<file path="src/sv/sbe_pkg.sv">
// shared types and constants of the stack bytecode executor
// no dependencies; imported by every module of the block but sbe_ram
`default_nettype none

package sbe_pkg;

  localparam int STACK_ENTRIES = 16;
  localparam int MAX_RESULTS   = 16;
  localparam int WORD_W        = 32;
  localparam int IMM_W         = 8;
  localparam int MODE_W        = 4;
  localparam int HEIGHT_W      = $clog2(STACK_ENTRIES + 1);
  localparam int ADDR_W        = $clog2(STACK_ENTRIES);
  localparam int DUMP_CNT_W    = $clog2(MAX_RESULTS);
  localparam int DIV_CNT_W     = $clog2(WORD_W);

  typedef enum logic [MODE_W-1:0] {
    MODE_PUSH     = 4'd0,
    MODE_ADD      = 4'd1,
    MODE_SUB      = 4'd2,
    MODE_MUL      = 4'd3,
    MODE_DIV      = 4'd4,
    MODE_INT_RET  = 4'd5,
    MODE_VOID_RET = 4'd6,
    MODE_DUMP     = 4'd7
  } mode_t;

  typedef enum logic [1:0] {
    KIND_DUMP  = 2'd0,
    KIND_INT   = 2'd1,
    KIND_VOID  = 2'd2,
    KIND_ERROR = 2'd3
  } kind_t;

  typedef enum logic [2:0] {
    STATUS_OK        = 3'd0,
    STATUS_UNDERFLOW = 3'd1,
    STATUS_OVERFLOW  = 3'd2,
    STATUS_DIV_ZERO  = 3'd3,
    STATUS_INVALID   = 3'd4,
    STATUS_MISMATCH  = 3'd5,
    STATUS_NO_RETURN = 3'd6
  } status_t;

  typedef struct packed {
    logic [MODE_W-1:0]       mode;
    logic signed [IMM_W-1:0] immediate;
    logic                    end_of_code;
  } instr_t;

  typedef struct packed {
    kind_t                    kind;
    logic signed [WORD_W-1:0] value;
    status_t                  status;
    logic                     last;
  } result_t;

  typedef enum logic [3:0] {
    ST_IDLE,
    ST_DECODE,
    ST_RD_A,
    ST_RD_B,
    ST_EXEC,
    ST_DIV,
    ST_DIV_END,
    ST_WRITE,
    ST_EMIT,
    ST_DUMP
  } state_t;

  typedef struct packed {
    logic addr_next;
    logic push_write;
    logic arith_write;
    logic a_load;
    logic b_load;
    logic pend_load;
    logic pend_div0;
    logic res_load;
    logic res_div;
    logic div_start;
    logic div_step;
    logic out_load;
    logic out_dump;
    logic dump_pop;
    logic frame_close;
  } dp_cmd_t;

  typedef struct packed {
    logic [MODE_W-1:0] mode;
    logic              dec_err;
    logic              stack_empty;
    logic              a_zero;
    logic              div_last;
    logic              out_free;
    logic              dump_last;
  } dp_status_t;

endpackage

`default_nettype wire

</file>
<file path="src/sv/sbe_ram.sv">
// generic single-write, single-read memory with registered read data
// no dependencies
`default_nettype none

module sbe_ram #(
  parameter int WIDTH = 32,
  parameter int DEPTH = 16
) (
  input  logic                     clk,
  input  logic                     wr_en,
  input  logic [$clog2(DEPTH)-1:0] wr_addr,
  input  logic [WIDTH-1:0]         wr_data,
  input  logic [$clog2(DEPTH)-1:0] rd_addr,
  output logic [WIDTH-1:0]         rd_data
);

  logic [WIDTH-1:0] mem [DEPTH];

  always_ff @(posedge clk) begin
    if (wr_en) begin
      mem[wr_addr] <= wr_data;
    end
    rd_data <= mem[rd_addr];
  end

endmodule

`default_nettype wire

</file>
<file path="src/sv/sbe_ctrl.sv">
// sequencer of the stack bytecode executor: one instruction at a time
// depends on sbe_pkg; drives the datapath command struct
`default_nettype none

module sbe_ctrl (
  input  logic               clk,
  input  logic               rst,
  input  logic               accept,
  input  sbe_pkg::dp_status_t status,
  output sbe_pkg::dp_cmd_t   cmd,
  output logic               busy
);
  import sbe_pkg::*;

  state_t state, state_next;

  always_ff @(posedge clk) begin
    if (rst) begin
      state <= ST_IDLE;
    end else begin
      state <= state_next;
    end
  end

  always_comb begin
    state_next = state;
    cmd        = '0;
    busy       = (state != ST_IDLE);
    unique case (state)
      ST_IDLE: begin
        if (accept) begin
          state_next = ST_DECODE;
        end
      end
      ST_DECODE: begin
        cmd.pend_load = 1'b1;
        if (status.dec_err) begin
          state_next = ST_EMIT;
        end else begin
          unique case (status.mode)
            MODE_PUSH: begin
              cmd.push_write = 1'b1;
              state_next     = ST_IDLE;
            end
            MODE_ADD, MODE_SUB, MODE_MUL, MODE_DIV, MODE_INT_RET: begin
              state_next = ST_RD_A;
            end
            MODE_VOID_RET: begin
              state_next = ST_EMIT;
            end
            MODE_DUMP: begin
              state_next = status.stack_empty ? ST_IDLE : ST_DUMP;
            end
            default: begin
              state_next = ST_IDLE;
            end
          endcase
        end
      end
      ST_RD_A: begin
        cmd.a_load = 1'b1;
        if (status.mode == MODE_INT_RET) begin
          state_next = ST_EMIT;
        end else begin
          cmd.addr_next = 1'b1;
          state_next    = ST_RD_B;
        end
      end
      ST_RD_B: begin
        cmd.b_load = 1'b1;
        state_next = ST_EXEC;
      end
      ST_EXEC: begin
        if (status.mode == MODE_DIV) begin
          if (status.a_zero) begin
            cmd.pend_div0 = 1'b1;
            state_next    = ST_EMIT;
          end else begin
            cmd.div_start = 1'b1;
            state_next    = ST_DIV;
          end
        end else begin
          cmd.res_load = 1'b1;
          state_next   = ST_WRITE;
        end
      end
      ST_DIV: begin
        cmd.div_step = 1'b1;
        if (status.div_last) begin
          state_next = ST_DIV_END;
        end
      end
      ST_DIV_END: begin
        cmd.res_load = 1'b1;
        cmd.res_div  = 1'b1;
        state_next   = ST_WRITE;
      end
      ST_WRITE: begin
        cmd.arith_write = 1'b1;
        state_next      = ST_IDLE;
      end
      ST_EMIT: begin
        if (status.out_free) begin
          cmd.out_load    = 1'b1;
          cmd.frame_close = 1'b1;
          state_next      = ST_IDLE;
        end
      end
      ST_DUMP: begin
        // read the next entry in the same cycle that the current one leaves
        if (status.out_free) begin
          cmd.out_load  = 1'b1;
          cmd.out_dump  = 1'b1;
          cmd.dump_pop  = 1'b1;
          cmd.addr_next = 1'b1;
          if (status.dump_last) begin
            state_next = ST_IDLE;
          end
        end
      end
      default: begin
        state_next = ST_IDLE;
      end
    endcase
  end

endmodule

`default_nettype wire

</file>
<file path="src/sv/sbe_dp.sv">
// datapath: stack memory, height and frame registers, alu, serial divider
// and the result register; depends on sbe_pkg and sbe_ram
`default_nettype none

module sbe_dp (
  input  logic                clk,
  input  logic                rst,
  input  logic                accept,
  input  sbe_pkg::instr_t     instr,
  input  sbe_pkg::dp_cmd_t    cmd,
  output sbe_pkg::dp_status_t status,
  output logic                result_valid,
  input  logic                result_stall,
  output sbe_pkg::result_t    result
);
  import sbe_pkg::*;

  instr_t              item;
  logic [HEIGHT_W-1:0] height;
  logic [HEIGHT_W-1:0] frame_base;
  logic                frame_open;

  logic [WORD_W-1:0]   a_reg;
  logic [WORD_W-1:0]   b_reg;
  logic [WORD_W-1:0]   res_reg;
  logic [WORD_W-1:0]   alu_out;
  logic [WORD_W-1:0]   imm_ext;

  logic                wr_en;
  logic [ADDR_W-1:0]   wr_addr;
  logic [WORD_W-1:0]   wr_data;
  logic [ADDR_W-1:0]   rd_addr;
  logic [WORD_W-1:0]   rd_data;
  logic [ADDR_W-1:0]   top_addr;
  logic [ADDR_W-1:0]   next_addr;

  logic                dec_err;
  kind_t               dec_kind;
  status_t             dec_status;
  kind_t               pend_kind;
  status_t             pend_status;

  logic [DUMP_CNT_W-1:0] dump_cnt;

  logic [WORD_W-1:0]   div_rem;
  logic [WORD_W-1:0]   div_quo;
  logic [WORD_W-1:0]   div_den;
  logic                div_neg;
  logic [DIV_CNT_W-1:0] div_cnt;
  logic [WORD_W:0]     div_shift;
  logic [WORD_W:0]     div_diff;
  logic [WORD_W-1:0]   a_mag;
  logic [WORD_W-1:0]   b_mag;
  logic [WORD_W-1:0]   div_result;

  logic                out_free;

  // stack memory
  sbe_ram #(
    .WIDTH (WORD_W),
    .DEPTH (STACK_ENTRIES)
  ) u_stack (
    .clk     (clk),
    .wr_en   (wr_en),
    .wr_addr (wr_addr),
    .wr_data (wr_data),
    .rd_addr (rd_addr),
    .rd_data (rd_data)
  );

  assign top_addr  = ADDR_W'(height - HEIGHT_W'(1));
  assign next_addr = ADDR_W'(height - HEIGHT_W'(2));
  assign rd_addr   = cmd.addr_next ? next_addr : top_addr;
  assign imm_ext   = {{(WORD_W - IMM_W){item.immediate[IMM_W-1]}}, item.immediate};
  assign wr_en     = cmd.push_write | cmd.arith_write;
  assign wr_addr   = cmd.push_write ? height[ADDR_W-1:0] : next_addr;
  assign wr_data   = cmd.push_write ? imm_ext : res_reg;

  // checks, in the order they take precedence
  always_comb begin
    dec_err    = 1'b1;
    dec_kind   = KIND_ERROR;
    dec_status = STATUS_OK;
    priority if (item.mode > MODE_DUMP) begin
      dec_status = STATUS_INVALID;
    end else if (item.end_of_code && item.mode != MODE_INT_RET
                 && item.mode != MODE_VOID_RET) begin
      dec_status = STATUS_NO_RETURN;
    end else if (item.mode == MODE_PUSH && height >= HEIGHT_W'(STACK_ENTRIES)) begin
      dec_status = STATUS_OVERFLOW;
    end else if (item.mode >= MODE_ADD && item.mode <= MODE_DIV
                 && height < HEIGHT_W'(2)) begin
      dec_status = STATUS_UNDERFLOW;
    end else if (item.mode == MODE_INT_RET && height == '0) begin
      dec_status = STATUS_UNDERFLOW;
    end else if (item.mode == MODE_INT_RET
                 && {1'b0, height} != {1'b0, frame_base} + (HEIGHT_W + 1)'(1)) begin
      dec_status = STATUS_MISMATCH;
    end else if (item.mode == MODE_VOID_RET && height != frame_base) begin
      dec_status = STATUS_MISMATCH;
    end else begin
      dec_err  = 1'b0;
      dec_kind = (item.mode == MODE_INT_RET) ? KIND_INT : KIND_VOID;
    end
  end

  always_comb begin
    priority if (item.mode == MODE_ADD) begin
      alu_out = b_reg + a_reg;
    end else if (item.mode == MODE_SUB) begin
      alu_out = b_reg - a_reg;
    end else begin
      alu_out = b_reg * a_reg;
    end
  end

  // restoring divider on magnitudes, one quotient bit per cycle
  assign a_mag      = a_reg[WORD_W-1] ? (WORD_W'(0) - a_reg) : a_reg;
  assign b_mag      = b_reg[WORD_W-1] ? (WORD_W'(0) - b_reg) : b_reg;
  assign div_shift  = {div_rem, div_quo[WORD_W-1]};
  assign div_diff   = div_shift - {1'b0, div_den};
  assign div_result = div_neg ? (WORD_W'(0) - div_quo) : div_quo;

  assign out_free = !result_valid || !result_stall;

  assign status.mode        = item.mode;
  assign status.dec_err     = dec_err;
  assign status.stack_empty = (height == '0);
  assign status.a_zero      = (a_reg == '0);
  assign status.div_last    = (div_cnt == DIV_CNT_W'(WORD_W - 1));
  assign status.out_free    = out_free;
  assign status.dump_last   = (height == HEIGHT_W'(1))
                              || (dump_cnt == DUMP_CNT_W'(MAX_RESULTS - 1));

  always_ff @(posedge clk) begin
    if (rst) begin
      height       <= '0;
      frame_base   <= '0;
      frame_open   <= 1'b0;
      result_valid <= 1'b0;
    end else begin
      if (accept && !frame_open) begin
        frame_open <= 1'b1;
        frame_base <= height;
      end else if (cmd.frame_close) begin
        frame_open <= 1'b0;
      end
      if (cmd.push_write) begin
        height <= height + HEIGHT_W'(1);
      end else if (cmd.arith_write || cmd.dump_pop) begin
        height <= height - HEIGHT_W'(1);
      end
      if (cmd.out_load) begin
        result_valid <= 1'b1;
      end else if (!result_stall) begin
        result_valid <= 1'b0;
      end
    end
  end

  always_ff @(posedge clk) begin
    if (accept) begin
      item     <= instr;
      dump_cnt <= '0;
    end else if (cmd.dump_pop) begin
      dump_cnt <= dump_cnt + DUMP_CNT_W'(1);
    end
    if (cmd.a_load) begin
      a_reg <= rd_data;
    end
    if (cmd.b_load) begin
      b_reg <= rd_data;
    end
    if (cmd.pend_load) begin
      pend_kind   <= dec_kind;
      pend_status <= dec_status;
    end else if (cmd.pend_div0) begin
      pend_kind   <= KIND_ERROR;
      pend_status <= STATUS_DIV_ZERO;
    end
    if (cmd.res_load) begin
      res_reg <= cmd.res_div ? div_result : alu_out;
    end
    if (cmd.div_start) begin
      div_rem <= '0;
      div_quo <= b_mag;
      div_den <= a_mag;
      div_neg <= a_reg[WORD_W-1] ^ b_reg[WORD_W-1];
      div_cnt <= '0;
    end else if (cmd.div_step) begin
      if (!div_diff[WORD_W]) begin
        div_rem <= div_diff[WORD_W-1:0];
        div_quo <= {div_quo[WORD_W-2:0], 1'b1};
      end else begin
        div_rem <= div_shift[WORD_W-1:0];
        div_quo <= {div_quo[WORD_W-2:0], 1'b0};
      end
      div_cnt <= div_cnt + DIV_CNT_W'(1);
    end
    if (cmd.out_load) begin
      if (cmd.out_dump) begin
        result.kind   <= KIND_DUMP;
        result.value  <= $signed(rd_data);
        result.status <= STATUS_OK;
        result.last   <= status.dump_last;
      end else begin
        result.kind   <= pend_kind;
        result.value  <= (pend_kind == KIND_INT) ? $signed(a_reg) : '0;
        result.status <= pend_status;
        result.last   <= 1'b1;
      end
    end
  end

endmodule

`default_nettype wire

</file>
<file path="src/sv/stack_bytecode_executor.sv">
// top level of the stack bytecode executor: joins sequencer and datapath
// depends on sbe_pkg, sbe_ctrl, sbe_dp (and sbe_ram below it)
//
// usage: one instruction per transfer on the instr channel, results on the
// result channel, both valid/stall. The block works on one instruction at a
// time and stalls instr until the current one is finished.
// each instruction is decoded first; push then writes the stack, add/sub/mul
// read both operands, compute and write back, div runs the 32-step serial
// divider instead of the compute, int return reads and emits the top, void
// return and decode errors emit at once, divide by zero after the operands.
// a result is registered in the output register before it is shown; while
// result_stall is high on a shown result the register holds and the sequencer
// waits in front of it, so a dump pops one entry per free output slot.
// every instruction that gives results sets last on its final one; push and the
// arithmetic ops give no result unless they fail, nor does dump on an empty stack.
// reset (rst, synchronous) empties the stack and clears the frame; the
// block takes an instruction in the first cycle after reset.
`default_nettype none

module stack_bytecode_executor (
  input  logic             clk,
  input  logic             rst,
  input  logic             instr_valid,
  output logic             instr_stall,
  input  sbe_pkg::instr_t  instr,
  output logic             result_valid,
  input  logic             result_stall,
  output sbe_pkg::result_t result
);
  import sbe_pkg::*;

  dp_cmd_t    cmd;
  dp_status_t status;
  logic       busy;
  logic       accept;

  assign instr_stall = busy;
  assign accept      = instr_valid && !busy;

  sbe_ctrl u_ctrl (
    .clk    (clk),
    .rst    (rst),
    .accept (accept),
    .status (status),
    .cmd    (cmd),
    .busy   (busy)
  );

  sbe_dp u_dp (
    .clk          (clk),
    .rst          (rst),
    .accept       (accept),
    .instr        (instr),
    .cmd          (cmd),
    .status       (status),
    .result_valid (result_valid),
    .result_stall (result_stall),
    .result       (result)
  );

`ifndef SYNTHESIS
  a_busy_after_accept: assert property (@(posedge clk) disable iff (rst)
    accept |=> instr_stall)
    else $error("block did not go busy after taking an instruction");

  a_single_result_last: assert property (@(posedge clk) disable iff (rst)
    result_valid && result.kind != KIND_DUMP |-> result.last)
    else $error("return or error report without last");

  a_error_status: assert property (@(posedge clk) disable iff (rst)
    result_valid |-> ((result.kind == KIND_ERROR) == (result.status != STATUS_OK)))
    else $error("status does not match result kind");

  a_load_when_free: assert property (@(posedge clk) disable iff (rst)
    cmd.out_load |-> status.out_free)
    else $error("result register overwritten while stalled");
`endif

endmodule

`default_nettype wire

</file>
<file path="config.mk">
export PLATFORM = sky130hd
export DESIGN_NAME = stack_bytecode_executor
export DESIGN_NICKNAME = d
export VERILOG_FILES = /design/src/sv/sbe_pkg.sv /design/src/sv/sbe_ram.sv /design/src/sv/sbe_ctrl.sv /design/src/sv/sbe_dp.sv /design/src/sv/stack_bytecode_executor.sv
export SDC_FILE = /design/constraint.sdc
export NUM_CORES = 2
export LEC_CHECK = 0
export BUFFER_PORTS_ARGS = -buffer_cell sky130_fd_sc_hd__buf_2
export CORE_ASPECT_RATIO = 1.4
export CORE_MARGIN = 2
export CORE_UTILIZATION = 30
export CTS_BUF_LIST = sky130_fd_sc_hd__clkbuf_16
export DETAILED_ROUTE_END_ITERATION = 10
export SLEW_MARGIN = 20
export SYNTH_ARGS = -nofsm -noshare
export SYNTH_HDL_FRONTEND = slang
export SYNTH_SLANG_ARGS = --single-unit
</file>
<file path="constraint.sdc">
create_clock -name clk -period 9.14 [get_ports clk]
set_input_delay 0.457 -clock clk [delete_from_list [all_inputs] [get_ports clk]]
set_output_delay 0.457 -clock clk [all_outputs]
set_load 0.03 [all_outputs]
</file>
### After elaboration in Yosys (flattened, before gate mapping)

Memory sizes are Yosys's and may differ from the RTL's. A register that Yosys moved wholly into a read port is not among the register bits.
Cells that the tools add are included.

| storage, ports and cells | value |
|---|---|
| memories | 1 |
| output and inout bits | 40 |
| register bits | 274 |
| bits in writable memories | 512 |

Memory list:

| memory | words | bits a word | rd ports | clocked after Yosys merged registers in | write ports | line | RTL |
|---|---|---|---|---|---|---|---|
| u_dp.u_stack.mem | 16 | 32 | 1 | 1 | 1 | sbe_ram.sv:17 | `logic [WIDTH-1:0] mem [DEPTH];` |

| operators by class | value |
|---|---|
| $add $sub $neg | 12 |
| muxes and demuxes | 85 |
| magnitude comparators | 5 |
| bitwise gates (word level) | 2 |
| $mul | 1 |
| eq/ne operators | 30 |
| reduce and logical (&&, ||, !) cells | 28 |

Operator list:

| kind | number |
|---|---|
| $mux W32 | 10 |
| $sub A1 B32 Y32 const A | 3 |
| $mux W4 | 12 |
| $mux W36 | 1 |
| $pmux W4 S9 | 1 |
| $mux W1 | 33 |
| $sub A33 B32 Y33 | 1 |
| $add A32 B32 Y32 | 1 |
| $eq A4 B3 Y1 const B | 8 |
| $logic_not A32 Y1 | 1 |
| $mul A32 B32 Y32 | 1 |
| $sub A32 B32 Y32 | 1 |
| $mux W31 | 1 |
| $mux W3 | 10 |
| $mux W2 | 11 |
| $eq A4 B2 Y1 const B | 4 |
| $eq A4 B4 Y1 const B | 3 |
| $pmux W4 S3 | 1 |
| $add A5 B1 Y5 const B | 2 |
| $logic_and A1 B1 Y1 | 10 |
| $mux W5 | 2 |
| $eq A4 B1 Y1 const B | 2 |
| $logic_not A4 Y1 | 2 |
| $ne A2 B1 Y1 const B | 4 |
| other kinds (26) | 38 |

### Longest topological paths before layout

| logic depth | value |
|---|---|
| depth in word-level cells | 14 |
| gate-level depth with buffers | 28 |
| gate-level depth less buffers | 26 |

### Cells and area by module

Synthesis repeated with hierarchy kept, for this count alone.

| unflattened totals | value |
|---|---|
| cells, all modules | 4520 |
| area total of the unflattened synthesis | 53814.1 sq um |

Modules (own cells, without submodules):

| module | seq. area each (sq um) | instances | cells an instance | area an instance (sq um) |
|---|---|---|---|---|
| sbe_dp | 7577.3 | 1 | 3610 | 33467.1 |
| sbe_ram | 16015.4 | 1 | 838 | 19854.0 |
| sbe_ctrl | 80.1 | 1 | 71 | 479.2 |
| stack_bytecode_executor | 0.0 | 1 | 1 | 13.8 |

### Worst setup path after synthesis

Ideal clock, no wire load.

| timing path | value |
|---|---|
| path kind | flip-flop to flip-flop |
| start point | reg u_dp.a_reg[6] |
| end point | reg u_dp.res_reg[31], data pin |
| arrival time | 7.075 ns |
| stages on the path, launching flop included | 26 |
| setup slack | 1.810 ns |
| period minus slack after synthesis | 7.330 ns |
| path buffers | 2 |
| library setup time | 0.256 ns |
| cell sequence | edfxtp_1 clkbuf_1 clkbuf_1 and2_1 fa_1 fa_1 fa_1 inv_1 fa_1 inv_1 fa_1 inv_1 fa_1 inv_1 fa_1 fa_1 ha_1 a21o_1 a21oi_1 nand3b_1 o211a_1 o41a_1 a211oi_1 xnor2_1 o211ai_1 a31o_2 |

| on the way | value |
|---|---|
| word-level cells in the longest chain between the ends | 4 |
| elaborated cells on any way between the ends | 6 |
| those cells by class | add/sub (2); mul (1); mux (3) |

Ends and longest elaborated chain:

| item | line | RTL |
|---|---|---|
| from (decl) | sbe_dp.sv:23 | `logic [WORD_W-1:0] a_reg;` |
| from (signal assigned) | sbe_dp.sv:169 | `a_reg <= rd_data;` |
| $mul A32 B32 Y32 or $sub A32 B32 Y32 (tied branches) | sbe_dp.sv:113, sbe_dp.sv:111 |  |
| $mux W32 | sbe_dp.sv:110 | `end else if (item.mode == MODE_SUB) begin` |
| $mux W32 * | sbe_dp.sv:108 | `priority if (item.mode == MODE_ADD) begin` |
| $mux W32 * | sbe_dp.sv:182 | `res_reg <= cmd.res_div ? div_result : alu_out;` |
| to (signal assigned) | sbe_dp.sv:182 |  |
| to (decl) | sbe_dp.sv:25 | `logic [WORD_W-1:0] res_reg;` |

Mark *: on every way between the ends. The rest lies on a longest branch, timed or not.
A chain may end at the register's enable or synchronous reset.

### Worst setup path after layout

| timing path | value |
|---|---|
| start point | reg u_dp.b_reg[14] |
| end point | reg u_dp.res_reg[31], data pin |

| on the way | value |
|---|---|
| word-level cells in the longest chain between the ends | 4 |
| elaborated cells on any way between the ends | 6 |
| those cells by class | add/sub (2); mul (1); mux (3) |

Ends and longest elaborated chain:

| item | line | RTL |
|---|---|---|
| from (decl) | sbe_dp.sv:24 | `logic [WORD_W-1:0] b_reg;` |
| from (signal assigned) | sbe_dp.sv:172 | `b_reg <= rd_data;` |
| $mul A32 B32 Y32 or $sub A32 B32 Y32 (tied branches) | sbe_dp.sv:113, sbe_dp.sv:111 |  |
| $mux W32 | sbe_dp.sv:110 |  |
| $mux W32 * | sbe_dp.sv:108 |  |
| $mux W32 * | sbe_dp.sv:182 |  |

Marks and branches as above.

==> reports/qor.yml <==
run_status:
  status: "finished clean"
grt:
  antenna_found_initial: 1
  grt_pass1_wl_mm: 241.7
  grt_overflow_total: 0
  track_usage_pct: 17.73
  first_global_vias: 37710
  grt_max_degree: 129
cts:
  cts.clk_slew.worst_paths_ns: 0.07
  cts_max_path_buffers: 3
  cts-root-buf: "clkbuf_16"
  clock-sinks: 818
  clock_latency_ns: 0.71
  cts_made_buffers: 82
  tritoncts: "built"
  cts_resized: 0
  ctsHtreeMaxLevel: 3
min_path:
  whs_endpoint: "u_ctrl.state[2]$_SDFFE_PP0P_"
  holdPathStages: 2
  hold_start: "rst"
  hold_path.class: "in2reg"
finish:
  final_common_cell: "edfxtp_1"
  nets: 5177
  synthToLayoutAreaGrowth_pct: 11.07
  final_cell_mix: "edfxtp_1, inv_1, nand2_1"
  largest-register: "u_dp.u_stack.mem"
  reg_top3: "u_dp.u_stack.mem: 512 flops, u_dp.result: 38 flops"
  layout-drive-gt1-share_pct: 10.63
  n_antenna_cell: 0
  largest_reg_flops: 512
routing:
  totalWireLength_mm: 162.1
  drt-pass1-iter-count: 6
  ant_nets: 0
  vias_per_cell: 5.142
  vias: 35550
  drc_errors: 0
  wl_per_cell_um: 23.44
  first_iter_violations: 2837
yosys:
  ys_types: 82
  synth-edff-count: 729
  synth-main-ff-cell: "edfxtp_1"
  ys_seq_elements: 818
  synth_area_per_cell_um2: 11.91
  netlist_area_um2: 53870
  synth_fp_nets: 5182
  yosys_warnings: 0
  synthCells: 4524
  async_flop_share_pct: 0
  ys_seq_area_share_pct: 43.94
floorplan:
  initial_utilization_pct: 30.11
  rows: 184
  die_width_um: 362.1
  pin_count: 57
  die-area_um2: 183000
  core_region_area_um2: 178900
  die_h_um: 505.4
worst_setup_path:
  critPathLaunchType: "register"
  cp-end-kind: "register"
  reg2reg_depth: 23
  r2r-start: "u_dp.b_reg[14]$_DFFE_PP_"
  cp_data_required_time_ns: 9.61
  r2r-end: "u_dp.res_reg[31]$_DFFE_PP_"
  arrival_ns: 8.47
  r2r_slack_ns: 1.13
  cp_max_fo: 23
  critical_path_class: "reg2reg"
power_and_ir_drop:
  totalPowerFinal_mw: 13.02
  p_leak_nw: 23.04
  ir_worst_vdd_v: 0.0002363
  p_per_area_nw_per_um2: 217.6
sta:
  slew_viol_final: 0
  tightest_slew_ns: 1.105
  fin_setup_tns_ns: 0
  fmax_mhz: 124.9
  finalCriticalPeriod_ns: 8.005
  max_slew_margin_pct: 24.41
  clock_skew_ns: 0.04075
  finalCritPeriodShare_pct: 87.58
  hold_violations: 0
  setup_viol: 0
  rsz0062_at_grt: "no"
  setup_slack_ns: 1.135
place:
  numPortBuffers: 56
  post-place-ws_ns: 1.179
  gp_congestion: 0.9298
  detailed_place_hpwl_mm: 114.6
job:
  maxCapViolCount: 0
==> logic make-up (layout without fill, tap and decap cells) <==
family,count (synthesis),after routing,synth area share [%]
and+or+nand+nor,1235,1235,11.15
DFF,818,818,43.94
buffers and inverters,741,806,5.270
AOI/OAI and AO/OA,659,659,7.860
adders and majority gates,641,641,20.62
xor gates and xnor gates,237,237,3.853
muxes,193,193,7.302
==> synthesized netlist by cell type (28+ instances only) <==
library cell  instances  area share, %
xnor2_1             154            2.5
mux2i_1              33           0.61
nor2_1              205            1.4
nand3_1              84           0.78
xor2_1               83            1.3
a21oi_1             137            1.3
dfxtp_1              89            3.3
nor2b_1              30           0.35
ha_1                230            5.3
edfxtp_1            729             41
fa_1                411             15
clkbuf_1            207            1.4
nand2b_1             33           0.38
o21ai_0             188            1.7
nor3_1               38           0.35
a21o_1               71           0.99
o31ai_1              43           0.60
nand2_1             463            3.2
buf_1                28           0.20
inv_1               485            3.4
mux4_2              160            6.7
and2_1              266            3.1
==> layout make-up <==
type	instances	area, um2
Sequential cell	818	23670
Fill cell	17540	119000
Tap cell	2325	2909
Clock inverter	69	549.3
Inverter	487	1831
Multi-Input combinational cell	2965	27590
Clock buffer	85	2127
Timing Repair Buffer	165	1156
==> per-layer routing <==
layer,vias up,global-route usage (%),share of wire (%)
li1,15690,-,-
met1,18230,20.16,37
met2,1225,31.93,52
met3,403,2.340,5.1
met4,0,9.803,6.0
met5,-,0,0
==> repair_timing <==
item / in CTS / in global routing
endpoints found under the hold margin: 13 / 0
buffers inserted: 0 / 0
hold buffers: 13 / 0
==> metrics by stage <==
step,cell area [um2],hold WS (ns),cells,util [%]
finish,59830,0.1338,6914,33.45
global route,59830,0.1358,6914,33.45
CTS,59830,0.1049,6914,33.45
detailed placement,57020,0.4443,6747,31.88
global placement,57020,0.4357,6747,31.88
floorplan,53870,0.4252,4524,-
==> where the power goes <==
part	switching, mW	leakage [nW]	internal, mW
Clock	1.56	1.37	1.85
Combinational	2.81	14.4	2.21
Sequential	0.229	7.30	4.35
==> worst max-delay path, stage by stage, from the launching register on <==
cell      delay, ns
edfxtp_1       0.97
and2_1         0.25
fa_1           0.41
inv_1          0.08
fa_1           0.42
fa_1           0.47
fa_1           0.54
inv_1          0.05
fa_1           0.50
inv_1          0.06
fa_1           0.54
inv_1          0.05
fa_1           0.50
fa_1           0.42
ha_1           0.37
a21o_1         0.20
a21oi_1        0.26
nand3b_1       0.13
o211a_1        0.33
o41a_1         0.36
a211oi_1       0.30
xnor2_1        0.18
o211ai_1       0.11
a31o_2         0.27
==> how the worst max path moves through the flow <==
| stage | from | to | slack, ns | depth (start not counted) |
|---|---|---|---|---|
| floorplan | u_dp.a_reg[6]$_DFFE_PN_ | u_dp.res_reg[31]$_DFFE_PP_ | 1.81 | 25 |
| global placement | u_dp.b_reg[14]$_DFFE_PP_ | u_dp.res_reg[31]$_DFFE_PP_ | 1.18 | 23 |
| detailed placement | u_dp.b_reg[14]$_DFFE_PP_ | u_dp.res_reg[31]$_DFFE_PP_ | 1.18 | 23 |
| CTS | u_dp.b_reg[13]$_DFFE_PP_ | u_dp.res_reg[31]$_DFFE_PP_ | 1.14 | 23 |
| global route | u_dp.b_reg[13]$_DFFE_PP_ | u_dp.res_reg[31]$_DFFE_PP_ | 0.87 | 23 |
| finish | u_dp.b_reg[14]$_DFFE_PP_ | u_dp.res_reg[31]$_DFFE_PP_ | 1.13 | 23 |
No activity file was read; power rests on OpenSTA's default activity.
